### src/design/assert_macros.svh
// Assertion macros shared by the timer pool modules.
`ifndef ASSERT_MACROS_SVH
`define ASSERT_MACROS_SVH

// Condition holds at every clock edge outside reset.
`define ASSERT_ALWAYS(label, cond, msg) \
  label: assert property (@(posedge clk) disable iff (rst) (cond)) else $error(msg);

// Antecedent implies consequent in the same cycle.
`define ASSERT_IMPL(label, ante, cons, msg) \
  label: assert property (@(posedge clk) disable iff (rst) (ante) |-> (cons)) else $error(msg);

// Antecedent implies consequent in the next cycle.
`define ASSERT_NEXT(label, ante, cons, msg) \
  label: assert property (@(posedge clk) disable iff (rst) (ante) |=> (cons)) else $error(msg);

`endif

### src/design/mtp_pkg.sv
// Types and constants of the timer pool.
package mtp_pkg;

  // Timer modes
  localparam logic [1:0] MODE_SINGLE = 2'd0;
  localparam logic [1:0] MODE_MULTI  = 2'd1;
  localparam logic [1:0] MODE_REPEAT = 2'd2;
  localparam logic [1:0] MODE_REFUSE = 2'd3;

  // Operations
  localparam logic OP_CREATE = 1'b0;
  localparam logic OP_TICK   = 1'b1;

  typedef struct packed {
    logic        operation;
    logic [31:0] period;
    logic [1:0]  mode;
    logic [31:0] shot_count;
    logic        notify;
    logic [63:0] now;
  } in_word_t;

  typedef struct packed {
    logic        create_ok;
    logic [2:0]  handle;
    logic [7:0]  fired_mask;
    logic [7:0]  active_mask;
    logic        compare_valid;
    logic [63:0] compare_value;
  } out_word_t;

  typedef enum logic [2:0] {
    ST_IDLE,
    ST_WALK,
    ST_MUL_LO,
    ST_ADD_LO,
    ST_MUL_HI,
    ST_ADD_HI,
    ST_FINISH
  } state_t;

  typedef enum logic [2:0] {
    MAC_HOLD,
    MAC_MUL_LO,
    MAC_ADD_LO,
    MAC_MUL_HI,
    MAC_ADD_HI
  } mac_op_t;

  // Slot write controls
  typedef struct packed {
    logic start;
    logic set_count;
    logic set_shots;
    logic stop;
  } slot_wr_t;

endpackage

### src/design/mtp_slot_bank.sv
// Per-slot timer state with one indexed read and one indexed write.
`include "assert_macros.svh"

module mtp_slot_bank
  import mtp_pkg::*;
#(
  parameter int TIMERS      = 8,
  parameter int COUNT_WIDTH = 32,
  localparam int IW         = (TIMERS > 1) ? $clog2(TIMERS) : 1
) (
  input  logic                   clk,
  input  logic                   rst,
  input  logic [IW-1:0]          idx,
  input  slot_wr_t               wr,
  input  logic [1:0]             wr_mode,
  input  logic                   wr_notify,
  input  logic [COUNT_WIDTH-1:0] wr_reload,
  input  logic [COUNT_WIDTH-1:0] wr_count,
  input  logic [COUNT_WIDTH-1:0] wr_shots,
  output logic [TIMERS-1:0]      running,
  output logic [1:0]             rd_mode,
  output logic                   rd_notify,
  output logic [COUNT_WIDTH-1:0] rd_reload,
  output logic [COUNT_WIDTH-1:0] rd_count,
  output logic [COUNT_WIDTH-1:0] rd_shots
);

  logic [1:0]             mode_q   [TIMERS];
  logic                   notify_q [TIMERS];
  logic [COUNT_WIDTH-1:0] reload_q [TIMERS];
  logic [COUNT_WIDTH-1:0] count_q  [TIMERS];
  logic [COUNT_WIDTH-1:0] shots_q  [TIMERS];

  // Running flags: cleared by reset
  always_ff @(posedge clk) begin
    if (rst) begin
      running <= '0;
    end else if (wr.start) begin
      running[idx] <= 1'b1;
    end else if (wr.stop) begin
      running[idx] <= 1'b0;
    end
  end

  // Slot payload
  always_ff @(posedge clk) begin
    if (wr.start) begin
      mode_q[idx]   <= wr_mode;
      notify_q[idx] <= wr_notify;
      reload_q[idx] <= wr_reload;
      count_q[idx]  <= wr_reload;
      shots_q[idx]  <= wr_shots;
    end else begin
      if (wr.set_count) begin
        count_q[idx] <= wr_count;
      end
      if (wr.set_shots) begin
        shots_q[idx] <= wr_shots;
      end
    end
  end

  // Read the walked slot
  assign rd_mode   = mode_q[idx];
  assign rd_notify = notify_q[idx];
  assign rd_reload = reload_q[idx];
  assign rd_count  = count_q[idx];
  assign rd_shots  = shots_q[idx];

  `ASSERT_IMPL(a_start_free, wr.start, !running[idx], "create loaded a running slot")
  `ASSERT_IMPL(a_one_write, wr.start, !wr.stop && !wr.set_count, "conflicting slot writes")

endmodule

### src/design/mtp_mac.sv
// Two-pass 32x32 multiply and accumulate for the compare value.
module mtp_mac
  import mtp_pkg::*;
(
  input  logic        clk,
  input  mac_op_t     op,
  input  logic [63:0] now,
  input  logic [63:0] factor,
  input  logic [31:0] scale,
  output logic [63:0] acc
);

  logic [31:0] mul_a;
  logic [63:0] prod;

  // Pick the factor half for this pass
  assign mul_a = (op == MAC_MUL_HI) ? factor[63:32] : factor[31:0];

  // Multiply, then add in the following cycle
  always_ff @(posedge clk) begin
    unique case (op)
      MAC_MUL_LO, MAC_MUL_HI: prod <= mul_a * scale;
      MAC_ADD_LO:             acc  <= now + prod;
      MAC_ADD_HI:             acc  <= acc + {prod[31:0], 32'd0};
      default: ;
    endcase
  end

endmodule

### src/design/multi_timer_pool_top.sv
// Top level of the timer pool: sequencer, slot walk and result register.
//
// A pool of TIMERS countdown timers. Each word is either a create or a tick.
// The sequencer walks the slots one per cycle through a shared decrement and
// compare unit. A create then goes to the finish state; a tick first runs
// two multiply and two add passes of one 32x32 multiplier for now +
// soonest * tick_scale. The result register can then wait on out_ready.
// in_ready is low from acceptance until the result is loaded into the
// output register. A write of zero to the tick scale is ignored.
`include "assert_macros.svh"

module multi_timer_pool_top
  import mtp_pkg::*;
#(
  parameter int TIMERS      = 8,
  parameter int COUNT_WIDTH = 32
) (
  input  logic        clk,
  input  logic        rst,
  input  logic        in_valid,
  output logic        in_ready,
  input  in_word_t    in_data,
  output logic        out_valid,
  input  logic        out_ready,
  output out_word_t   out_data,
  input  logic        cfg_we,
  input  logic [31:0] cfg_wdata
);

  localparam int IW = (TIMERS > 1) ? $clog2(TIMERS) : 1;
  localparam logic [IW-1:0] LAST_IDX = IW'(TIMERS - 1);

  state_t                 state, state_next;
  in_word_t               item;
  logic [31:0]            tick_scale;
  logic [IW-1:0]          idx;
  logic                   create_valid;
  logic                   taken;
  logic [2:0]             handle;
  logic                   found;
  logic [COUNT_WIDTH-1:0] soonest;
  logic [TIMERS-1:0]      fired;
  mac_op_t                mac_op;

  slot_wr_t               wr;
  logic [COUNT_WIDTH-1:0] wr_count, wr_shots;
  logic [TIMERS-1:0]      running;
  logic [1:0]             rd_mode;
  logic                   rd_notify;
  logic [COUNT_WIDTH-1:0] rd_reload, rd_count, rd_shots;
  logic [63:0]            acc;

  logic [COUNT_WIDTH-1:0] period_m, shots_m, dec, sdec, cand;
  logic                   run, keep, fire;

  assign period_m = COUNT_WIDTH'(item.period);
  assign shots_m  = COUNT_WIDTH'(item.shot_count);

  // Tick scale register
  always_ff @(posedge clk) begin
    if (rst) begin
      tick_scale <= 32'd1;
    end else if (cfg_we && cfg_wdata != 32'd0) begin
      tick_scale <= cfg_wdata;
    end
  end

  // Shared step unit for the walked slot
  always_comb begin
    run      = running[idx];
    dec      = rd_count - COUNT_WIDTH'(1);
    sdec     = rd_shots - COUNT_WIDTH'(1);
    wr       = '0;
    wr_count = dec;
    wr_shots = shots_m;
    keep     = 1'b0;
    fire     = 1'b0;
    cand     = dec;
    if (state == ST_WALK) begin
      if (item.operation == OP_CREATE) begin
        wr.start = create_valid && !taken && !run;
      end else if (run) begin
        if (dec != '0) begin
          wr.set_count = 1'b1;
          keep         = 1'b1;
        end else begin
          fire = rd_notify;
          case (rd_mode)
            MODE_MULTI: begin
              if (sdec == '0) begin
                wr.stop = 1'b1;
              end else begin
                wr.set_count = 1'b1;
                wr.set_shots = 1'b1;
                wr_count     = rd_reload;
                wr_shots     = sdec;
                cand         = rd_reload;
                keep         = 1'b1;
              end
            end
            MODE_REPEAT: begin
              wr.set_count = 1'b1;
              wr_count     = rd_reload;
              cand         = rd_reload;
              keep         = 1'b1;
            end
            default: wr.stop = 1'b1;
          endcase
        end
      end
    end
  end

  // State register
  always_ff @(posedge clk) begin
    if (rst) begin
      state <= ST_IDLE;
    end else begin
      state <= state_next;
    end
  end

  // Next state and multiplier passes
  always_comb begin
    state_next = state;
    mac_op     = MAC_HOLD;
    in_ready   = 1'b0;
    unique case (state)
      ST_IDLE: begin
        in_ready = 1'b1;
        if (in_valid) begin
          state_next = ST_WALK;
        end
      end
      ST_WALK: begin
        if (idx == LAST_IDX) begin
          state_next = (item.operation == OP_TICK) ? ST_MUL_LO : ST_FINISH;
        end
      end
      ST_MUL_LO: begin
        mac_op     = MAC_MUL_LO;
        state_next = ST_ADD_LO;
      end
      ST_ADD_LO: begin
        mac_op     = MAC_ADD_LO;
        state_next = ST_MUL_HI;
      end
      ST_MUL_HI: begin
        mac_op     = MAC_MUL_HI;
        state_next = ST_ADD_HI;
      end
      ST_ADD_HI: begin
        mac_op     = MAC_ADD_HI;
        state_next = ST_FINISH;
      end
      ST_FINISH: begin
        if (!out_valid || out_ready) begin
          state_next = ST_IDLE;
        end
      end
      default: state_next = ST_IDLE;
    endcase
  end

  // Capture the word and track the walk
  always_ff @(posedge clk) begin
    if (state == ST_IDLE && in_valid) begin
      item         <= in_data;
      idx          <= '0;
      taken        <= 1'b0;
      handle       <= 3'd0;
      found        <= 1'b0;
      fired        <= '0;
      create_valid <= (COUNT_WIDTH'(in_data.period) != '0) && (in_data.mode != MODE_REFUSE)
                      && !(in_data.mode == MODE_MULTI && COUNT_WIDTH'(in_data.shot_count) == '0);
    end else if (state == ST_WALK) begin
      idx <= idx + IW'(1);
      if (wr.start) begin
        taken  <= 1'b1;
        handle <= 3'(idx);
      end
      if (fire) begin
        fired[idx] <= 1'b1;
      end
      if (keep && (!found || cand < soonest)) begin
        soonest <= cand;
        found   <= 1'b1;
      end
    end
  end

  // Result register
  always_ff @(posedge clk) begin
    if (rst) begin
      out_valid <= 1'b0;
    end else if (state == ST_FINISH && (!out_valid || out_ready)) begin
      out_valid <= 1'b1;
    end else if (out_ready) begin
      out_valid <= 1'b0;
    end
  end

  always_ff @(posedge clk) begin
    if (state == ST_FINISH && (!out_valid || out_ready)) begin
      out_data.active_mask <= 8'(running);
      if (item.operation == OP_CREATE) begin
        out_data.create_ok     <= taken;
        out_data.handle        <= handle;
        out_data.fired_mask    <= 8'd0;
        out_data.compare_valid <= 1'b0;
        out_data.compare_value <= 64'd0;
      end else begin
        out_data.create_ok     <= 1'b0;
        out_data.handle        <= 3'd0;
        out_data.fired_mask    <= 8'(fired);
        out_data.compare_valid <= found;
        out_data.compare_value <= found ? acc : 64'd0;
      end
    end
  end

  mtp_slot_bank #(
    .TIMERS      (TIMERS),
    .COUNT_WIDTH (COUNT_WIDTH)
  ) u_bank (
    .clk       (clk),
    .rst       (rst),
    .idx       (idx),
    .wr        (wr),
    .wr_mode   (item.mode),
    .wr_notify (item.notify),
    .wr_reload (period_m),
    .wr_count  (wr_count),
    .wr_shots  (wr_shots),
    .running   (running),
    .rd_mode   (rd_mode),
    .rd_notify (rd_notify),
    .rd_reload (rd_reload),
    .rd_count  (rd_count),
    .rd_shots  (rd_shots)
  );

  mtp_mac u_mac (
    .clk    (clk),
    .op     (mac_op),
    .now    (item.now),
    .factor (64'(soonest)),
    .scale  (tick_scale),
    .acc    (acc)
  );

  `ASSERT_ALWAYS(a_scale_nonzero, tick_scale != 32'd0, "tick scale became zero")
  `ASSERT_NEXT(a_busy_after_accept, in_valid && in_ready, !in_ready, "ready right after accept")
  `ASSERT_IMPL(a_create_no_compare, out_valid && out_data.create_ok,
               !out_data.compare_valid && out_data.fired_mask == 8'd0, "create has tick fields")
  `ASSERT_IMPL(a_walk_create_once, state == ST_WALK && taken, !wr.start,
               "second slot taken by one create")

endmodule

### config.mk
export PLATFORM = sky130hd
export DESIGN_NAME = multi_timer_pool_top
export DESIGN_NICKNAME = d
export VERILOG_FILES = /design/src/design/mtp_pkg.sv /design/src/design/mtp_slot_bank.sv /design/src/design/mtp_mac.sv /design/src/design/multi_timer_pool_top.sv
export VERILOG_INCLUDE_DIRS = /design/src /design/src/design
export SDC_FILE = /design/constraint.sdc
export NUM_CORES = 2
export LEC_CHECK = 0
export ABC_AREA = 1
export ABC_CLOCK_PERIOD_IN_PS = 25400
export BUFFER_PORTS_ARGS = -buffer_cell sky130_fd_sc_hd__buf_2
export CORE_ASPECT_RATIO = 0.5
export CORE_MARGIN = 5
export CORE_UTILIZATION = 50
export CTS_CLUSTER_SIZE = 20
export DETAILED_ROUTE_END_ITERATION = 10
export GPL_TIMING_DRIVEN = 0
export PLACE_DENSITY = 0.66
export REMOVE_ABC_BUFFERS = 1
export SLEW_MARGIN = 15
export SYNTH_ARGS = -nofsm -noshare
export SYNTH_HDL_FRONTEND = slang
export SYNTH_SLANG_ARGS = --single-unit
### constraint.sdc
create_clock -name clk -period 25.4 [get_ports clk]
set_clock_uncertainty 0.2 [all_clocks]
set_input_delay 0 -clock clk [delete_from_list [all_inputs] [get_ports clk]]
set_output_delay 0 -clock clk [all_outputs]
set_load 0.01 [all_outputs]
# Word-level counts from Yosys, hierarchy flattened
# Memory sizes are Yosys's and may differ from the RTL's. A register that Yosys moved wholly into a read port is not among the register bits.
# Index checks and enable logic that the tools add are counted.
[word_totals] ff_bits=438 ram_bits=792 inputBits=169 output_inout_bits=87 word_cells=167 n_memories=5
[mem_list] name="u_bank.count_q" words=8 word_bits=32 read_ports=1 rd_clocked_by_memory_dff=1 write_ports=1 line="mtp_slot_bank.sv:31" source="logic [COUNT_WIDTH-1:0] count_q [TIMERS];"
[mem_list] name="u_bank.reload_q" words=8 word_bits=32 read_ports=1 rd_clocked_by_memory_dff=1 write_ports=1 line="mtp_slot_bank.sv:30" source="logic [COUNT_WIDTH-1:0] reload_q [TIMERS];"
[mem_list] name="u_bank.shots_q" words=8 word_bits=32 read_ports=1 rd_clocked_by_memory_dff=1 write_ports=1 line="mtp_slot_bank.sv:32" source="logic [COUNT_WIDTH-1:0] shots_q [TIMERS];"
[mem_list] name="u_bank.mode_q" words=8 word_bits=2 read_ports=1 rd_clocked_by_memory_dff=1 write_ports=1 line="mtp_slot_bank.sv:28" source="logic [1:0] mode_q [TIMERS];"
[mem_list] name="u_bank.notify_q" words=8 word_bits=1 read_ports=1 rd_clocked_by_memory_dff=1 write_ports=1 line="mtp_slot_bank.sv:29" source="logic notify_q [TIMERS];"
[classes] add_sub_neg=5 multipliers=1 order_cmp=3 eq_ne=18 mux=70 bitwise=7 reduce_logical=33
[op_table] op="two-way mux 32 bit" n=14
[op_table] op="adder 64 bit" n=2
[op_table] op="case mux 64 bit (2 select lines)" n=1
[op_table] op="nonzero test 32 bit" n=3
[op_table] op="zero test 32 bit" n=2
[op_table] op="multiplier 32 x 32 -> 64 bit" n=1
[op_table] op="case mux 32 bit (2 select lines)" n=1
[op_table] op="subtractor 32 x 1 -> 32 bit (second input constant)" n=2
[op_table] op="two-way mux 3 bit" n=16
[op_table] op="< comparator 32 bit" n=1
[op_table] op="two-way mux 1 bit" n=26
[op_table] op="case mux 3 bit (7 select lines)" n=1
[op_table] op="two-way mux 8 bit" n=2
[op_table] op="OR 8 bit" n=2
[op_table] op="equality test 3 bit (second input constant)" n=5
[op_table] op="equality test 3 x 2 -> 1 bit (second input constant)" n=4
[op_table] op="case mux 3 bit (4 select lines)" n=1
[op_table] op="logical AND 1 bit" n=10
[op_table] op="AND 8 bit" n=1
[op_table] op="NOT 8 bit" n=1
[op_table] op="AND reduction 2 bit" n=4
[op_table] op="equality test 3 x 1 -> 1 bit (second input constant)" n=2
[op_table] op="case mux 1 bit (2 select lines)" n=3
[op_table] op="AND reduction 3 bit" n=2
[op_table] op="18 further kinds" n=30

# Logic depth before layout (Yosys ltp)
[depth] depth_word=12 mapped_depth=42 mapped_depth_nobuf=40

# By module
# From an unflattened synthesis, not the netlist that was laid out.
[unflattened] cells_unflattened=10817 area_unflattened_um2=93604.8
[modules_own_cells] module="mtp_mac" instances=1 cells_each=6059 area_each_um2=45915.3 seq_area_each_um2=3843.7
[modules_own_cells] module="mtp_slot_bank" instances=1 cells_each=3221 area_each_um2=33384.5 seq_area_each_um2=23943.0
[modules_own_cells] module="multi_timer_pool_top" instances=1 cells_each=1537 area_each_um2=14305.0 seq_area_each_um2=8548.2

# Worst setup path before layout
# Ideal clock, no wire load.
[synth_path] path_kind="flip-flop to flip-flop" startpoint="register state[2]" endpoint="register u_mac.prod[62] (data pin)" setup_time_ns=0.258 t_arrival_ns=7.716 required_time_ns=24.942 setup_slack_ns=17.227 path_stages_with_launch=38 path_buffers=2 period_less_slack_ns=8.173 path_cell_list="dfxtp_1 > inv_1 > nor2_1 > clkbuf_1 > nor2_1 > clkinv_1 > clkbuf_1 > nor2_1 > fa_1 > inv_1 > fa_1 > fa_1 > inv_1 > fa_1 > ha_1 > ha_1 > inv_1 > fa_1 > (+2 left out) > ha_1 > a21oi_1 > o21ai_1 > a21boi_0 > o21ai_1 > a21boi_0 > o21ai_1 > nand2_1 > nand2_1 > nand2_1 > nand2_1 > a21boi_0 > o21ai_1 > a31oi_1 > o21ai_0 > nand2_1 > nand2_1 > xor2_1"
[synth_via] elab_chain_cells=5 word_cells_on_any_way=8 classes_between="1 x mul; 5 x eq/ne; 2 x mux"
[synth_rtl] element="from (decl)" line="multi_timer_pool_top.sv:33" source="state_t state, state_next;"
[synth_rtl] element="from (signal assigned)" line="multi_timer_pool_top.sv:119" source="state <= state_next;"
[synth_rtl] element="equality test 3 bit or equality test 3 x 2 -> 1 bit (tied branches)" line="multi_timer_pool_top.sv:128" source="unique case (state)"
[synth_rtl] element="case mux 3 bit (4 select lines) (*)" line="multi_timer_pool_top.sv:128"
[synth_rtl] element="equality test 3 x 2 -> 1 bit (*)" line="mtp_mac.sv:17" source="assign mul_a = (op == MAC_MUL_HI) ? factor[63:32] : factor[31:0];"
[synth_rtl] element="two-way mux 32 bit (*)" line="mtp_mac.sv:17"
[synth_rtl] element="multiplier 32 x 32 -> 64 bit (*)" line="mtp_mac.sv:22" source="MAC_MUL_LO, MAC_MUL_HI: prod <= mul_a * scale;"
[synth_rtl] element="to (signal assigned)" line="mtp_mac.sv:22"
[synth_rtl] element="to (decl)" line="mtp_mac.sv:14" source="logic [63:0] prod;"
# Mark *: on every way between the ends. The rest lies on a longest branch, timed or not.
# A chain may end at the register's enable or synchronous reset.

# Worst setup path in the final report
[layout_path] startpoint="register state[1]" endpoint="register u_mac.prod[50] (data pin)"
# Same word-level chain as after synthesis.

==> results.md <==
* Max Buffers Root-to-Sink at 3
* Final min period at 10.86 ns
* WHS at 0.118 ns
* IO Pins at 256
* Post-synth design cell area at 87,900 um2
* Core Rows at 108
* Design area at 101,000 um2
* Status: complete, no violations
* Buffers on Ports at 255
* Die ar. at 185,000 um2
* Die Ht at 307 um
* Core area at 174,000 um2
* Final Hold Fails at 0
* Worst reg2reg path depth at 37
* Reg2reg setup slack at 14.54 ns
* Unrepaired setup endpoints after global routing: no
* Netlist cell types at 61
* Slew HR at 8.06%
* Clk Latency, worst-skew pair at 0.77 ns
* Placer congestion estimate at 1.01
* CP max stage delay at 1.24 ns
* Clk sinks at 1,233
* Nets at 11.2k
* Syn avg cell area at 9.51 um2
* Top area cells in the synthesized netlist: edfxtp_1 40%, fa_1 20%, nand2_1 8.5%
* Syn Inst Count at 9,249
* Initial Utilization at 50.5%
* 1st-pass router iterations at 6
* CP max FO at 19
* Synth Register Bits at 1,233
* Inserted Clock Buffers at 109
* Synth top area share at 39.9%
* CP dominant cell by count: fa_1
* Hold WC Path Type: in -> reg
* Fin crit share at 42.8%
* Vias in the first global route at 66.7k
* GRT overflow at 0
* WP data required at 25.65 ns
* Post-DP Area at 93,100 um2
* Vias at 67.0k
* FFs w/ async S/R, synth at 0%
* Postcts setup bufs at 0
* Worst R2R End: u_mac.prod[50]$_DFFE_PP_
* CP startpoint: state[1]$_SDFFE_PP0P_
* Initial antenna violation count at 9
* CP Data Arrival Time at 11.11 ns
* Routed len/inst at 22.6 um
* Synth area leader: edfxtp_1
* Worst-path clk slew at 0.07 ns
* CTS tree: built
* Synth Warn # at 0
* Count of max-cap constraint violations at 0
* Final setup viols at 0
* Drt via density at 5.51
* Critical R2R Launch: state[1]$_SDFFE_PP0P_
* Area grow syn2layout at 14.4%
* Detailed placement HPWL at 194,000 um
* Global-route wire length before repair at 410,000 um
* CP Capture Type: flop
* Synth Flop Type: edfxtp_1
* Root Buffer: clkbuf_16
* Antenna Nets Post-Route at 0
* Slowest-stage cell, CP: clkinv_1
* CTS H-tree depth at 3
* Gr usage total at 29.5%
* Pin count of the biggest net entering global routing at 215
* WL final at 274,000 um
* End of the critical path: u_mac.prod[50]$_DFFE_PP_
* Slew @ Worst Pin at 1.37 ns
* Share of post-route cells with drive strength above 1 at 6.86%
* Startpoint Class: flop
* Chip width at 603 um
* Drc violations at 0
* Setup CP Type: reg -> reg
* Fmax at 0.0921 GHz
* Sequential area share after synthesis at 41.4%
* EDFF count, synth at 1,170
* Starting DRC count in detailed routing at 6,981
* Final Max Tran Viols at 0
worst min path at each step:
stage,startpoint,to,cells past startpoint
after floorplan,rst,flop,1
after global placement,in_data[11],item[11]$_DFFE_PP_,1
after detailed placement,in_data[0],item[0]$_DFFE_PP_,1
after CTS,rst,flop,3
after global routing,rst,flop,3
final,rst,flop,3
cell usage in the layout (no fill, tap or decap), types with 26 or more instances in the layout:
cell type,Yosys,layout
nand2_1,1983,1980
inv_1,1594,1586
edfxtp_1,1170,1170
nor2_1,1188,1129
fa_1,898,898
a21oi_1,404,402
ha_1,396,396
dlygate4sd3_1,0,396
nand3_1,341,341
o21ai_0,263,263
buf_2,63,255
clkbuf_16,0,110
a31oi_1,63,63
xor2_1,61,61
o21ai_1,55,55
dfxtp_1,63,52
nor2_4,8,50
clkinv_1,24,44
buf_12,1,42
buf_16,0,39
nor2_2,21,38
xnor2_1,35,35
o21a_1,33,33
clkinv_2,0,31
a32o_1,30,30
nand4_1,28,28
nor3_1,28,27
a22oi_1,27,27
nor4_1,29,26
cell type report:
cell class | count | area, um2
inverter | 1625 | 6140
timing repair buffer | 752 | 7400
clock buffer | 126 | 2810
clock inverter | 77 | 718
multi-input combinational | 6016 | 44200
tap | 2310 | 2890
sequential | 1233 | 36400
antenna | 4 | 10.0
fill | 14600 | 73600
cell families (layout without fill, tap and decap cells):
group / Yosys count / after routing / synth area share [%]
AO/OA/AOI/OAI: 958 / 958 / 6.14
XOR/XNOR: 96 / 96 / 0.956
buffers and inverters: 2000 / 2580 / 8.80
multiplexers: 4 / 4 / 0.0469
flip-flops: 1233 / 1233 / 41.4
AND/OR/NAND/NOR: 3664 / 3664 / 16.6
other: 0 / 4 / 0
adder cells (fa/ha/maj): 1294 / 1294 / 26.1
critical path, delay by kind of cell, from the launching register on:
family / cells / cell delay [ns]
adder cells (fa/ha/maj): 9 / 3.68
AO/OA/AOI/OAI: 9 / 2.12
buffers and inverters: 8 / 2.06
AND/OR/NAND/NOR: 10 / 1.87
flip-flops: 1 / 0.41
XOR/XNOR: 1 / 0.15
flip-flops by register name (all words and copies together), names as in the netlist, named ones only:
name	count
idx	3
tick_scale	32
u_bank.reload_q	256
period_m	32
u_mac.acc	64
handle	3
shots_m	32
u_bank.mode_q	16
u_bank.count_q	256
state	3
item	68
u_bank.notify_q	8
taken	1
soonest	32
found	1
u_bank.shots_q	256
out_data	85
out_valid	1
u_mac.prod	64
fired	8
create_valid	1
what timing repair did:
action	CTS	global route
endpoints found under the hold margin	259	0
hold buffers	396	0
gates resized for setup	0	0
per-stage QoR:
step	setup TNS, ns	utilization [%]	worst slack (ns)	std cells
after floorplan	0	-	6.37	8874
after global placement	-8620.26	51.9	-10.79	11400
after detailed placement	0	53.5	14.75	11500
after CTS	0	57.8	14.72	12100
after global routing	0	57.8	14.11	12100
final	0	57.8	14.54	12100
per-layer routing:
metal  wire, um  GRT usage, %  part of all wire, %
met1     108000          39.2                   39
met2     122000          46.0                   45
met3      29800          7.74                   11
met4      13900          12.7                  5.1
met5         41         0.101                0.015
Yosys cell counts (28+ instances only):
master / number
o21ai_1: 55
nand3_1: 341
nand2_1: 1983
buf_2: 63
inv_1: 1594
dfxtp_1: 63
nor4_1: 29
fa_1: 898
xor2_1: 61
a31oi_1: 63
clkbuf_1: 271
ha_1: 396
nand4_1: 28
a32o_1: 30
xnor2_1: 35
o21a_1: 33
nor3_1: 28
a21oi_1: 404
nor2_1: 1188
o21ai_0: 263
edfxtp_1: 1170
Power is left out: the tool's default activity adds up to more than one toggle a clock period on the data nets, which glitch-free logic cannot reach.
